## src/rtl/avr_pkg.sv

```systemverilog
`timescale 1ns / 1ps

package avr_pkg;

    // One vector transfer after the angle has been reduced to a right angle
    typedef struct packed {
        logic signed [31:0] vec_x;
        logic signed [31:0] vec_y;
        logic signed [31:0] vec_z;
        logic signed [15:0] axis_x;
        logic signed [15:0] axis_y;
        logic signed [15:0] axis_z;
        logic signed [29:0] ang;     // residual angle, degrees Q.20
        logic               flip;    // angle folded by a half turn
    } t_item;

    localparam int ATAN_LEN = 24;

    // atan(2^-i) in degrees, Q.20, rounded to nearest
    localparam logic [25:0] ATAN_Q20 [ATAN_LEN] = '{
        26'd47185920, 26'd27855475, 26'd14718068, 26'd7471121,
        26'd3750058,  26'd1876857,  26'd938658,   26'd469357,
        26'd234682,   26'd117342,   26'd58671,    26'd29335,
        26'd14668,    26'd7334,     26'd3667,     26'd1833,
        26'd917,      26'd458,      26'd229,      26'd115,
        26'd57,       26'd29,       26'd14,       26'd7
    };

    // Angle steps (input LSB = 1/64 degree)
    localparam logic signed [16:0] TURN_STEPS    = 17'sd23040;
    localparam logic signed [16:0] HALF_STEPS    = 17'sd11520;
    localparam logic signed [16:0] QUARTER_STEPS = 17'sd5760;

    // CORDIC gain in Q30
    localparam logic signed [32:0] CORDIC_GAIN_Q30 = 33'sd652032874;

endpackage

```

## src/rtl/avr_queue.sv

```systemverilog
`timescale 1ns / 1ps

module avr_queue (
    input  logic            i_clk,
    input  logic            i_rst_n,
    input  logic            i_wr,
    input  avr_pkg::t_item  i_data,
    output logic            o_full,
    output logic            o_valid,
    output avr_pkg::t_item  o_data
);

    avr_pkg::t_item r_mem [2];
    logic           r_wp;
    logic           r_rp;
    logic [1:0]     r_cnt;
    logic [1:0]     n_cnt;
    logic           rd;

    assign o_full  = (r_cnt == 2'd2);
    assign o_valid = (r_cnt != 2'd0);
    assign rd      = o_valid;        // back end never stalls
    assign o_data  = r_mem[r_rp];

    always_comb begin
        n_cnt = r_cnt + 2'(i_wr) - 2'(rd);
    end

    always_ff @(posedge i_clk) begin
        if (!i_rst_n) begin
            r_wp  <= 1'b0;
            r_rp  <= 1'b0;
            r_cnt <= 2'd0;
        end else begin
            r_cnt <= n_cnt;
            if (i_wr) begin
                r_wp <= !r_wp;
            end
            if (rd) begin
                r_rp <= !r_rp;
            end
        end
    end

    always_ff @(posedge i_clk) begin
        if (i_wr) begin
            r_mem[r_wp] <= i_data;
        end
    end

endmodule

```

## config.mk

```make
export PLATFORM = sky130hd
export DESIGN_NAME = avr_queue
export DESIGN_NICKNAME = d
export VERILOG_FILES = /design/src/rtl/avr_pkg.sv /design/src/rtl/avr_queue.sv
export SDC_FILE = /design/constraint.sdc
export NUM_CORES = 1
export LEC_CHECK = 0
export ABC_AREA = 1
export BUFFER_PORTS_ARGS = -buffer_cell sky130_fd_sc_hd__buf_4
export CAP_MARGIN = 20
export CORE_MARGIN = 5
export CORE_UTILIZATION = 40
export CTS_BUF_LIST = sky130_fd_sc_hd__clkbuf_2 sky130_fd_sc_hd__clkbuf_4 sky130_fd_sc_hd__clkbuf_8
export DETAILED_ROUTE_END_ITERATION = 10
export PLACE_DENSITY = 0.73
export SLEW_MARGIN = 20
export SYNTH_ARGS = -nofsm -noshare
export SYNTH_HDL_FRONTEND = slang
export SYNTH_SLANG_ARGS = --single-unit
export TNS_END_PERCENT = 20
```

## constraint.sdc

```tcl
create_clock -name i_clk -period 18.45 [get_ports i_clk]
set_clock_uncertainty 0.1 [all_clocks]
set_input_delay 1.845 -clock i_clk [delete_from_list [all_inputs] [get_ports i_clk]]
set_output_delay 1.845 -clock i_clk [all_outputs]
set_load 0.01 [all_outputs]
```

### Yosys cells after proc, flatten, opt, wreduce, memory -nomap -nowiden

Memory sizes are Yosys's and may differ from the RTL's. A register that Yosys moved wholly into a read port is not among the register bits.
Cells that the tools add are included.

* memories: 1
* memory bits (writable): 350
* input port bits: 178
* word-level logic and storage cells: 14
* register bits: 4
* output and inout bits: 177

Memories
* r_mem: depth 2, bits a word 175, read ports 1, clocked after Yosys merged registers in 1, wr ports 1, line avr_queue.sv:13 `avr_pkg::t_item r_mem [2];`

* reductions and logical operators: 3
* equal/unequal tests: 1
* $add $sub $neg: 2
* muxes and demuxes: 4

Operators by type and width (number)
* 2-to-1 mux 1 bit: 4
* adder 2 x 1 -> 2 bit: 1
* == test 2 bit (second input constant): 1
* zero test 1 bit: 2
* nonzero test 2 bit: 1
* subtractor 2 x 1 -> 2 bit: 1

### Longest topological paths before layout

* depth after elaboration: 3
* mapped depth: 6
* mapped depth without buffers: 6

### Least setup slack after synthesis

No wires, ideal clock.

* path type: in2reg
* start: input port i_wr
* end: memory r_mem[0][0] in the netlist's numbering (enable)
* slack: 8.433 ns
* setup time: 0.717 ns
* buffers on the path: 0
* required time: 17.633 ns
* data arrival time: 9.200 ns
* stages: 2
* cells stage by stage: inv_1 > nor2_1

* word-level cells in the longest chain between the ends: 2

Ends and longest elaborated chain
* from (decl): line avr_queue.sv:6 `input logic i_wr,`
* 2-to-1 mux 1 bit: line avr_queue.sv:46 `if (i_wr) begin`
* 2-to-1 mux 1 bit (implied by the code): line avr_queue.sv:47 `r_mem[r_wp] <= i_data;`
* to (decl): line avr_queue.sv:13

No other way between the ends.

==> results.json <==
{
  "status": "finished, final reports clean",
  "clock_latency_ns": 0.60,
  "clkSinkCount": 355,
  "cts-root-to-sink-buffers": 3,
  "netlist_instances": 944,
  "multi_input_area_um2": 2070,
  "cts_setup_buffers": 0,
  "drc": 0,
  "pre_cts_slack_ns": 13.94,
  "drtAntennaViolNets": 0,
  "vias_per_cell": 4.48,
  "vias": 8150,
  "start_kind": "register",
  "worst_path_largest_cell_delay_ns": 0.96,
  "ys_top_cells_by_count": "edfxtp_1 (350), inv_1 (181), nand2_1 (181), o21ai_2 (119), o21ai_0 (50)",
  "worst_setup_path_end_kind": "primary output",
  "synth_edf_count": 350,
  "relSlewSlack_pct": 29.9,
  "finalHoldViolations": 0,
  "critPathRequiredTime_ns": 16.50,
  "antenna_found_initial": 2,
  "clock.fmax_mhz": 204,
  "gp_congestion": 0.827,
  "r2r_cells": 3,
  "timing.critical_path.cells": "buf_4 > nand2_1 > o21ai_2 > buf_4",
  "fp.dieW_um": 195,
  "arrival_ns": 2.95,
  "hold_start": "r_rp$_SDFFE_PN0P_",
  "critPathKind": "reg2out",
  "post-route-min-period_ns": 4.90,
  "fp.dieArea_um2": 38100,
  "worst_pin_slew_ns": 1.05,
  "worstPathMaxFanout": 74,
  "fillers": 2817,
  "synthFlopType": "edfxtp_1",
  "ir_drop_mv": 0.0735,
  "grt_pass1_vias": 8184,
  "synth_nets": 1123,
  "syn_avg_cell_area_um2": 14.5,
  "cts_tree": "built",
  "synthArstFlopShare_pct": 0,
  "seqCellArea_um2": 10600,
  "p_leak_nw": 7.25,
  "totalWireLength_um": 29300,
  "finalNetCount": 1506,
  "start_util_pct": 40.7,
  "fp-row-count": 67,
  "post-dp-hpwl_um": 19800,
  "drtPass1Iterations": 7,
  "cts_hold_buf": 0,
  "setup_viol": 0,
  "grt_first_pass_wirelength_um": 44400,
  "yosysTopAreaCell": "edfxtp_1",
  "syn-cell-area_um2": 13700,
  "cts_made_buffers": 58,
  "postCtsResizedCells": 0,
  "finalSetupTns_ns": 0,
  "ioPinCount": 355,
  "dr.first_iter.drc_count": 426,
  "rr_endpoint": "r_mem[1][98]$_DFFE_PP_",
  "cts_root_buf": "clkbuf_8",
  "r2r_slack_ns": 15.97,
  "area_delta_synth_final_pct": 29.3,
  "synth_top_area_share_pct": 76.6,
  "wl_per_cell_um": 16.1,
  "die_h_um": 195,
  "drive_gt1_share_pct": 41.9,
  "overflow": 0,
  "ys_seq_elements": 355,
  "grt_usage_pct": 14.8,
  "rsz0062_at_grt": "no",
  "ys_types": 15,
  "worst_path_most_repeated_cell": "buf_4",
  "min-delay-path-class": "reg2reg",
  "grt_max_degree": 119,
  "io_buffers": 354,
  "critPathCapture": "o_data[146]",
  "clk_pin_slew_ns": 0.06,
  "setup_ws_ns": 13.55,
  "synth.most_common_cell": "edfxtp_1",
  "coreArea_um2": 33700,
  "power.density_nw_per_um2": 100,
  "post-route-period-util_pct": 26.5,
  "cp_slowest_cell": "dfxtp_4",
  "ys_warn_count": 0,
  "htreeDepth": 2,
  "maxCapViolations": 0,
  "slew_viol_final": 0,
  "synthTopCellsByArea": "edfxtp_1 (77%), o21ai_2 (7.6%), inv_1 (5.0%)",
  "reg2reg_from": "r_wp$_SDFFE_PN0P_",
  "yosysSeqAreaShare_pct": 77.4
}
==> layout make-up <==
class	count	area share, %
Clock buffer	81	5.48
Tap cell	448	3.16
Multi-Input combinational cell	369	11.7
Antenna cell	1	0.0141
Timing Repair Buffer	362	15.4
Sequential cell	355	59.9
Inverter	181	3.86
Clock inverter	23	0.600
==> stage by stage <==
stage                     power (mW)  hold WS, ns  cell area [um^2]  utilization, %  instances
after floorplan                 1.07        0.373             13700               -        944
after global placement          1.16        0.402             16600            49.4       1715
after detailed placement        1.17        0.416             16600            49.4       1715
after CTS                       1.80        0.436             17700            52.6       1819
after global routing            1.86        0.467             17700            52.6       1820
final                           1.78        0.426             17700            52.6       1820
==> logic make-up (layout without fill, tap and decap cells) <==
kind of cell	count (synthesis)	count (layout)	share of synthesized area (%)
AND/OR/NAND/NOR	192	192	5.27
buffers and inverters	220	647	7.58
flip-flops	355	355	77.4
other	0	1	0
AO/OA/AOI/OAI	176	176	9.68
adder cells (fa/ha/maj)	1	1	0.0912
==> worst max-delay path, delay by kind of cell (launching register included) <==
family	cells	cell delay, ns
flip-flops	1	0.96
AO/OA/AOI/OAI	1	0.13
AND/OR/NAND/NOR	1	0.15
buffers and inverters	2	0.98
==> registers in the layout, indices dropped and copies added, names as in the netlist, named ones only <==
signal  count
r_cnt       2
r_rp        1
r_mem     350
r_wp        1
==> per-layer routing <==
layer / track usage, % / share of wire [%]
met1: 17.1 / 37
met5: 0 / 0.044
met3: 6.08 / 10
met2: 25.0 / 50
met4: 5.02 / 2.2
==> power by group <==
group | switching [mW] | internal [mW] | leakage (nW)
combinational | 0.108 | 0.0916 | 3.35
sequential | 0.0133 | 0.935 | 3.33
clock | 0.291 | 0.338 | 0.573
total | 0.412 | 1.36 | 7.25
==> cell usage in the layout (no fill, tap or decap), drive strengths merged <==
cell type	count
o21ai	175
ha	1
dfxtp	5
diode	1
nand3	1
clkinv	20
inv	182
nand2	181
nor2	10
clkinvlp	2
a21oi	1
clkbuf	81
buf	362
edfxtp	350
==> worst min path at each step <==
stage                              to  slack (ns)  cells after the start
floorplan           r_wp$_SDFFE_PN0P_        0.37                      2
global placement    r_rp$_SDFFE_PN0P_        0.40                      3
detailed placement           register        0.42                      3
CTS                 r_rp$_SDFFE_PN0P_        0.44                      3
global route        r_wp$_SDFFE_PN0P_        0.47                      2
finish              r_rp$_SDFFE_PN0P_        0.43                      3
(Power assumes the default switching activity.)
