## src/rtl/avr_pkg.sv

```systemverilog
`timescale 1ns / 1ps

package avr_pkg;

    // One vector transfer after the angle has been reduced to a right angle
    typedef struct packed {
        logic signed [31:0] vec_x;
        logic signed [31:0] vec_y;
        logic signed [31:0] vec_z;
        logic signed [15:0] axis_x;
        logic signed [15:0] axis_y;
        logic signed [15:0] axis_z;
        logic signed [29:0] ang;     // residual angle, degrees Q.20
        logic               flip;    // angle folded by a half turn
    } t_item;

    localparam int ATAN_LEN = 24;

    // atan(2^-i) in degrees, Q.20, rounded to nearest
    localparam logic [25:0] ATAN_Q20 [ATAN_LEN] = '{
        26'd47185920, 26'd27855475, 26'd14718068, 26'd7471121,
        26'd3750058,  26'd1876857,  26'd938658,   26'd469357,
        26'd234682,   26'd117342,   26'd58671,    26'd29335,
        26'd14668,    26'd7334,     26'd3667,     26'd1833,
        26'd917,      26'd458,      26'd229,      26'd115,
        26'd57,       26'd29,       26'd14,       26'd7
    };

    // Angle steps (input LSB = 1/64 degree)
    localparam logic signed [16:0] TURN_STEPS    = 17'sd23040;
    localparam logic signed [16:0] HALF_STEPS    = 17'sd11520;
    localparam logic signed [16:0] QUARTER_STEPS = 17'sd5760;

    // CORDIC gain in Q30
    localparam logic signed [32:0] CORDIC_GAIN_Q30 = 33'sd652032874;

endpackage

```

## src/rtl/avr_front.sv

```systemverilog
`timescale 1ns / 1ps

module avr_front (
    input  logic                 i_clk,
    input  logic                 i_rst_n,
    input  logic                 i_start,
    output logic                 o_busy,
    input  logic signed [31:0]   i_vec_x,
    input  logic signed [31:0]   i_vec_y,
    input  logic signed [31:0]   i_vec_z,
    input  logic signed [15:0]   i_axis_x,
    input  logic signed [15:0]   i_axis_y,
    input  logic signed [15:0]   i_axis_z,
    input  logic signed [15:0]   i_angle_deg,
    input  logic                 i_q_full,
    output logic                 o_q_wr,
    output avr_pkg::t_item       o_q_data
);

    logic               r_vld;
    logic               n_vld;
    avr_pkg::t_item     r_item;
    logic               accept;
    logic signed [16:0] ang_in;
    logic signed [16:0] ang_turn;
    logic signed [16:0] ang_fold;
    logic               fold;

    assign o_busy   = r_vld && i_q_full;
    assign accept   = i_start && !o_busy;
    assign o_q_wr   = r_vld && !i_q_full;
    assign o_q_data = r_item;

    // Reduce to (-180, 180] degrees, then fold into [-90, 90]
    always_comb begin
        ang_in = 17'(i_angle_deg);
        if (ang_in > avr_pkg::HALF_STEPS) begin
            ang_turn = ang_in - avr_pkg::TURN_STEPS;
        end else if (ang_in <= -avr_pkg::HALF_STEPS) begin
            ang_turn = ang_in + avr_pkg::TURN_STEPS;
        end else begin
            ang_turn = ang_in;
        end
        fold     = 1'b0;
        ang_fold = ang_turn;
        if (ang_turn > avr_pkg::QUARTER_STEPS) begin
            ang_fold = ang_turn - avr_pkg::HALF_STEPS;
            fold     = 1'b1;
        end else if (ang_turn < -avr_pkg::QUARTER_STEPS) begin
            ang_fold = ang_turn + avr_pkg::HALF_STEPS;
            fold     = 1'b1;
        end
    end

    // Holding register valid: load on transfer, clear when queue takes it
    always_comb begin
        if (accept) begin
            n_vld = 1'b1;
        end else if (o_q_wr) begin
            n_vld = 1'b0;
        end else begin
            n_vld = r_vld;
        end
    end

    always_ff @(posedge i_clk) begin
        if (!i_rst_n) begin
            r_vld <= 1'b0;
        end else begin
            r_vld <= n_vld;
        end
    end

    always_ff @(posedge i_clk) begin
        if (accept) begin
            r_item.vec_x  <= i_vec_x;
            r_item.vec_y  <= i_vec_y;
            r_item.vec_z  <= i_vec_z;
            r_item.axis_x <= i_axis_x;
            r_item.axis_y <= i_axis_y;
            r_item.axis_z <= i_axis_z;
            r_item.ang    <= 30'(ang_fold) <<< 14;
            r_item.flip   <= fold;
        end
    end

endmodule

```

## config.mk

```make
export PLATFORM = sky130hd
export DESIGN_NAME = avr_front
export DESIGN_NICKNAME = d
export VERILOG_FILES = /design/src/rtl/avr_pkg.sv /design/src/rtl/avr_front.sv
export SDC_FILE = /design/constraint.sdc
export NUM_CORES = 1
export LEC_CHECK = 0
export BUFFER_PORTS_ARGS = -buffer_cell sky130_fd_sc_hd__buf_4
export CAP_MARGIN = 20
export CORE_AREA = 2 2 133 135
export DETAILED_ROUTE_END_ITERATION = 8
export DIE_AREA = 0 0 135 137
export GPL_TIMING_DRIVEN = 0
export HOLD_SLACK_MARGIN = 0.15
export MAX_ROUTING_LAYER = met4
export PLACE_DENSITY = 0.73
export SYNTH_ARGS = -nofsm -noshare
export SYNTH_HDL_FRONTEND = slang
export SYNTH_SLANG_ARGS = --single-unit
```

## constraint.sdc

```tcl
create_clock -name i_clk -period 13.9 [get_ports i_clk]
set_input_delay 4.17 -clock i_clk [delete_from_list [all_inputs] [get_ports i_clk]]
set_output_delay 4.17 -clock i_clk [all_outputs]
set_load 0.03 [all_outputs]
```

# Yosys cells after proc, flatten, opt, wreduce, memory -nomap -nowiden
# Index checks and enable logic that the tools add are counted.
totals:
  reg_bits: 162
  latch_bits: 0
  mem_bits_rw: 0
  mem_bits_ro: 0
  input_bits: 164
  out_inout_bits: 177
  elab_cells: 30
  n_memories: 0
classes:
  n_addsub: 4
  multipliers: 0
  n_div: 0
  n_lt_le_gt_ge: 4
  eq_ne: 0
  n_shift: 0
  n_mux: 7
  bitwise: 0
  n_reduce_logical: 6
op_table:
  columns: ["op", "count"]
  rows:
  - ["$mux 17", 2]
  - ["$mux 16", 2]
  - ["$add 16x16->17 const B", 1]
  - ["$gt 17x14->1 const B", 1]
  - ["$lt 17x14->1 const B", 1]
  - ["$sub 16x16->17 const B", 1]
  - ["$add 16x15->16 const B", 1]
  - ["$gt 16x15->1 const B", 1]
  - ["$le 16x15->1 const B", 1]
  - ["$sub 16x15->16 const B", 1]
  - ["$logic_and 1x1->1", 3]
  - ["$mux 1", 3]
  - ["$logic_not 1->1", 2]
  - ["$reduce_bool 2->1", 1]

# Depth between registers and ports, before layout
depth:
  ltp_word: 6
  mapped_depth: 12
  depth_no_buf: 11

# Worst setup path after synthesis
# Ideal clock, no wire load.
synth_timing:
  kind: "input -> register"
  start: "input port i_q_full"
  end: "register r_item, in the netlist o_q_data[0] (enable)"
  setup_ps: 699
  arrival_time_ps: 11519
  required_time_ps: 13201
  slack_ps: 1681
  stages: 2
  n_path_buf: 0
  path_cell_list: "and2_1 > nor2b_1"
synth_between:
  elab_chain_cells: 3
synth_rtl:
  columns: ["element", "line_no", "source"]
  rows:
  - ["start, declared", "avr_front.sv:15", "input logic i_q_full,"]
  - ["$logic_and 1x1->1", "avr_front.sv:29", "assign o_busy = r_vld && i_q_full;"]
  - ["$logic_not 1->1", "avr_front.sv:30", "assign accept = i_start && !o_busy;"]
  - ["$logic_and 1x1->1", "avr_front.sv:30", null]
  - ["net accept", "avr_front.sv:23", "logic accept;"]
  - ["end, declared", "avr_front.sv:22", "avr_pkg::t_item r_item;"]
# The timed path passes the listed nets, and every way through them passes these cells.
# A chain may end at the register's enable or synchronous reset.

# Worst setup path in the final report
layout_timing:
  start: "input port i_q_full"
  end: "output port o_busy"
layout_between:
  elab_chain_cells: 1
layout_rtl:
  columns: ["element", "line_no", "source"]
  rows:
  - ["$logic_and 1x1->1", "avr_front.sv:29", null]
  - ["end, declared", "avr_front.sv:7", "output logic o_busy,"]
# Every way passes these cells.

==> results.md <==
- Status: finished clean
- Syn avg cell area: 18.6 um^2
- CTS buffer count: 17
- Maximum vdd ir drop: 0.0803 mV
- EDFF count, synth: 161
- Largest net degree at the start of global routing: 40
- Flop-to-flop setup slack: 12.16 ns
- First-pass GRT wire length: 27,300 um
- Data required, critical path: 9.73 ns
- Total grt overflow: 0
- GRT Max-Usage Layer: met2
- Critical Path End: o_busy
- Share of cells above drive strength 1: 58.5%
- Hpwl dp: 15,900 um
- Post-DRT Antenna Nets: 0
- Setup WS post-layout: 5.06 ns
- Worst Clk Skew: 0.00785 ns
- Worst setup EP type: output pin
- Final Critical Period: 8.84 ns
- Initial antenna violation count: 1
- Die X: 135 um
- PwrDens: 134 nW/um^2
- Yosys cell types: 68
- Depth of the CTS H-tree: 4
- Critical path launch point: i_q_full
- Hold slack: 0.690 ns
- Post-Syn Area: 6140 um^2
- Pre-Repair DR Iteration Count: 4
- Postcts setup bufs: 0
- Compound-Gate Fraction of Synth Area: 9.01%
- DR iter-0 viols: 308
- Xor and xnor area share after synthesis: 0.856%
- Leakage: 4.03 nW
- DR vias/cell: 4.76
- Critical path fanouts, max: 3
- Via count of the first global-routing pass: 4,407
- Met2 usage: 35.2%
- RSZ-0062 raised after global routing: false
- Post-Synthesis Cells: 330
- Number of port buffers: 325
- Post-synthesis simple-gate area fraction: 6.81%
- Max_cap viols: 0
- Final hold vios: 0
- CTS clock-pin slew for the worst setup and hold paths: 0.06 ns
- Clk sinks: 162
- Slew Limit Fails: 0
- Hold Crit Class: flip-flop to flip-flop
- Tightest Pin Transition: 0.631 ns
- DIE AREA: 18,500 um^2
- Synth-to-Final Area Change: 56.6%
- Place WS: 5.07 ns
- Post-layout nets: 860
- Die Ht: 137 um
- Final Util: 56.4%
- Setup CP Type: input port to output pin
- Ys Warns: 0
- Asr flop ratio synth: 0%
- GRT Util Overall: 21.2%
- FF+latch count, synth: 162
- M3 GR Usage: 7.89%
- Final GP Congestion: 0.931
- Reg2reg start: r_vld$_SDFFE_PN0P_
- Clock latency on the worst-skew pair: 0.42 ns
- Std-Cell Rows: 48
- # DRC: 0
- Synth Area in Adders: 0.815%
- Critical path arrival: 4.67 ns
- Setup Viol. Count Final: 0
- Wirelength per Cell: 21.2 um
- Prevailing post-synth register cell: edfxtp_1
- Num ports: 341
- Crit path launch type: input port
- Placed cell count: 898
- Register area: 4850 um^2
- Met1 usage: 23.3%
- # resized after CTS: 0
- Register-to-Register Path Depth: 4
- Final period utilization: 63.6%
- Main combinational cell family by area after synthesis: compound AO/OA/AOI/OAI gates
- Fmax: 0.113 GHz
- Final WL: 19,700 um
- Final std cells w/o fill: 930
- Post-synthesis mux area share: 0.183%
- Routed via count: 4,427
- Filler cells: 1,387
- Multi-input gate area: 1140 um^2
- Initial core utilization: 36.0%
- Max transition margin: 58.0%
- Cts hold-fix bufs: 0
- Clk root buf: clkbuf_16
- Worst R2R End: o_q_data[37]$_DFFE_PP_
- Sequential element share of the synthesized area: 79.1%
- Core ar.: 17,100 um^2
- CTS tree: yes
- Clk buf depth: 2
how the worst min path moves through the flow:
stage                       startpoint  slack [ns]  cells after the start                  to
CTS                 r_vld$_SDFFE_PN0P_        0.69                      2  r_vld$_SDFFE_PN0P_
floorplan           r_vld$_SDFFE_PN0P_        0.78                      2  r_vld$_SDFFE_PN0P_
global route        r_vld$_SDFFE_PN0P_        0.75                      2  r_vld$_SDFFE_PN0P_
global placement    r_vld$_SDFFE_PN0P_        0.59                      2  r_vld$_SDFFE_PN0P_
detailed placement  r_vld$_SDFFE_PN0P_        0.67                      2  r_vld$_SDFFE_PN0P_
finish              r_vld$_SDFFE_PN0P_        0.69                      2  r_vld$_SDFFE_PN0P_
logic make-up (layout without fill, tap and decap cells):
| family | after synthesis | in the layout |
|---|---|---|
| buffers and inverters | 32 | 393 |
| AO/OA/AOI/OAI | 62 | 62 |
| multiplexers | 1 | 1 |
| AND/OR/NAND/NOR | 62 | 62 |
| flip-flops | 162 | 162 |
| other | 1 | 15 |
| adder cells (fa/ha/maj) | 4 | 4 |
| XOR/XNOR | 6 | 6 |
worst max-delay path, stage by stage:
cell	delay, ns
buf_4	0.11
and2_1	0.20
buf_4	0.19
metrics by stage:
stage / power [W] / area, um^2 / setup TNS, ns
after floorplan: 0.000735 / 6190 / 0
after global placement: 0.000838 / 8910 / -111.20
after detailed placement: 0.000839 / 9030 / 0
after CTS: 0.00130 / 9610 / 0
after global routing: 0.00133 / 9610 / 0
final: 0.00129 / 9610 / 0
cell type report:
type | instances | share of cell area [%]
flip-flops and latches | 162 | 50.5
well taps | 225 | 2.93
multi-input cells | 149 | 11.9
repair buffers | 330 | 26.6
clock buffers | 17 | 4.42
clock inverters | 14 | 1.61
inverters | 10 | 0.390
diodes | 1 | 0.0260
plain buffers | 22 | 1.64
cells in the mapped netlist (all sizes together) (5+ instances only):
cell	n	share of area, %
o21ai	12	1.2
xnor2	6	0.86
inv	10	0.61
edfxtp	161	79
nor2	12	0.77
nand2	12	0.77
buf	20	2.4
or4	5	0.79
a21oi	7	0.75
report_power, final:
group	switching (W)	leakage (nW)	total [W]	internal (W)
registers	0.00000960	1.56	0.000587	0.000577
clock network	0.000190	0.282	0.000457	0.000267
logic	0.000142	2.18	0.000242	0.0000999
cells in the final DEF, fill, tap and decap left out, types with 3 or more instances in the layout:
cell	synthesis	final
buf_4	15	340
edfxtp_1	161	161
clkbuf_16	0	17
conb_1	1	14
nand2_1	11	11
nor2_1	11	11
inv_1	10	10
o21ai_0	10	10
xnor2_1	6	6
a21oi_1	4	4
nand3_1	4	4
nor3_1	4	4
a21o_1	4	4
ha_1	4	4
inv_6	0	4
buf_2	3	3
or4_4	3	3
a22o_1	3	3
a31oi_1	3	3
or3_1	3	3
a21oi_2	3	3
o211ai_1	3	3
buf_12	0	3
registers in the layout (all words and copies together), names as in the netlist:
register and cells:
o_q_data 161, r_vld 1
per-layer routing:
layer / wire (um) / share of wire [%] / vias up
met2: 10200 / 52 / 209
met3: 1880 / 9.6 / 27
met1: 7180 / 36 / 2177
met4: 487 / 2.5 / 0
li1: - / - / 2014
met5: 0 / 0 / -
Note: power is estimated with default switching activity, not from simulation.
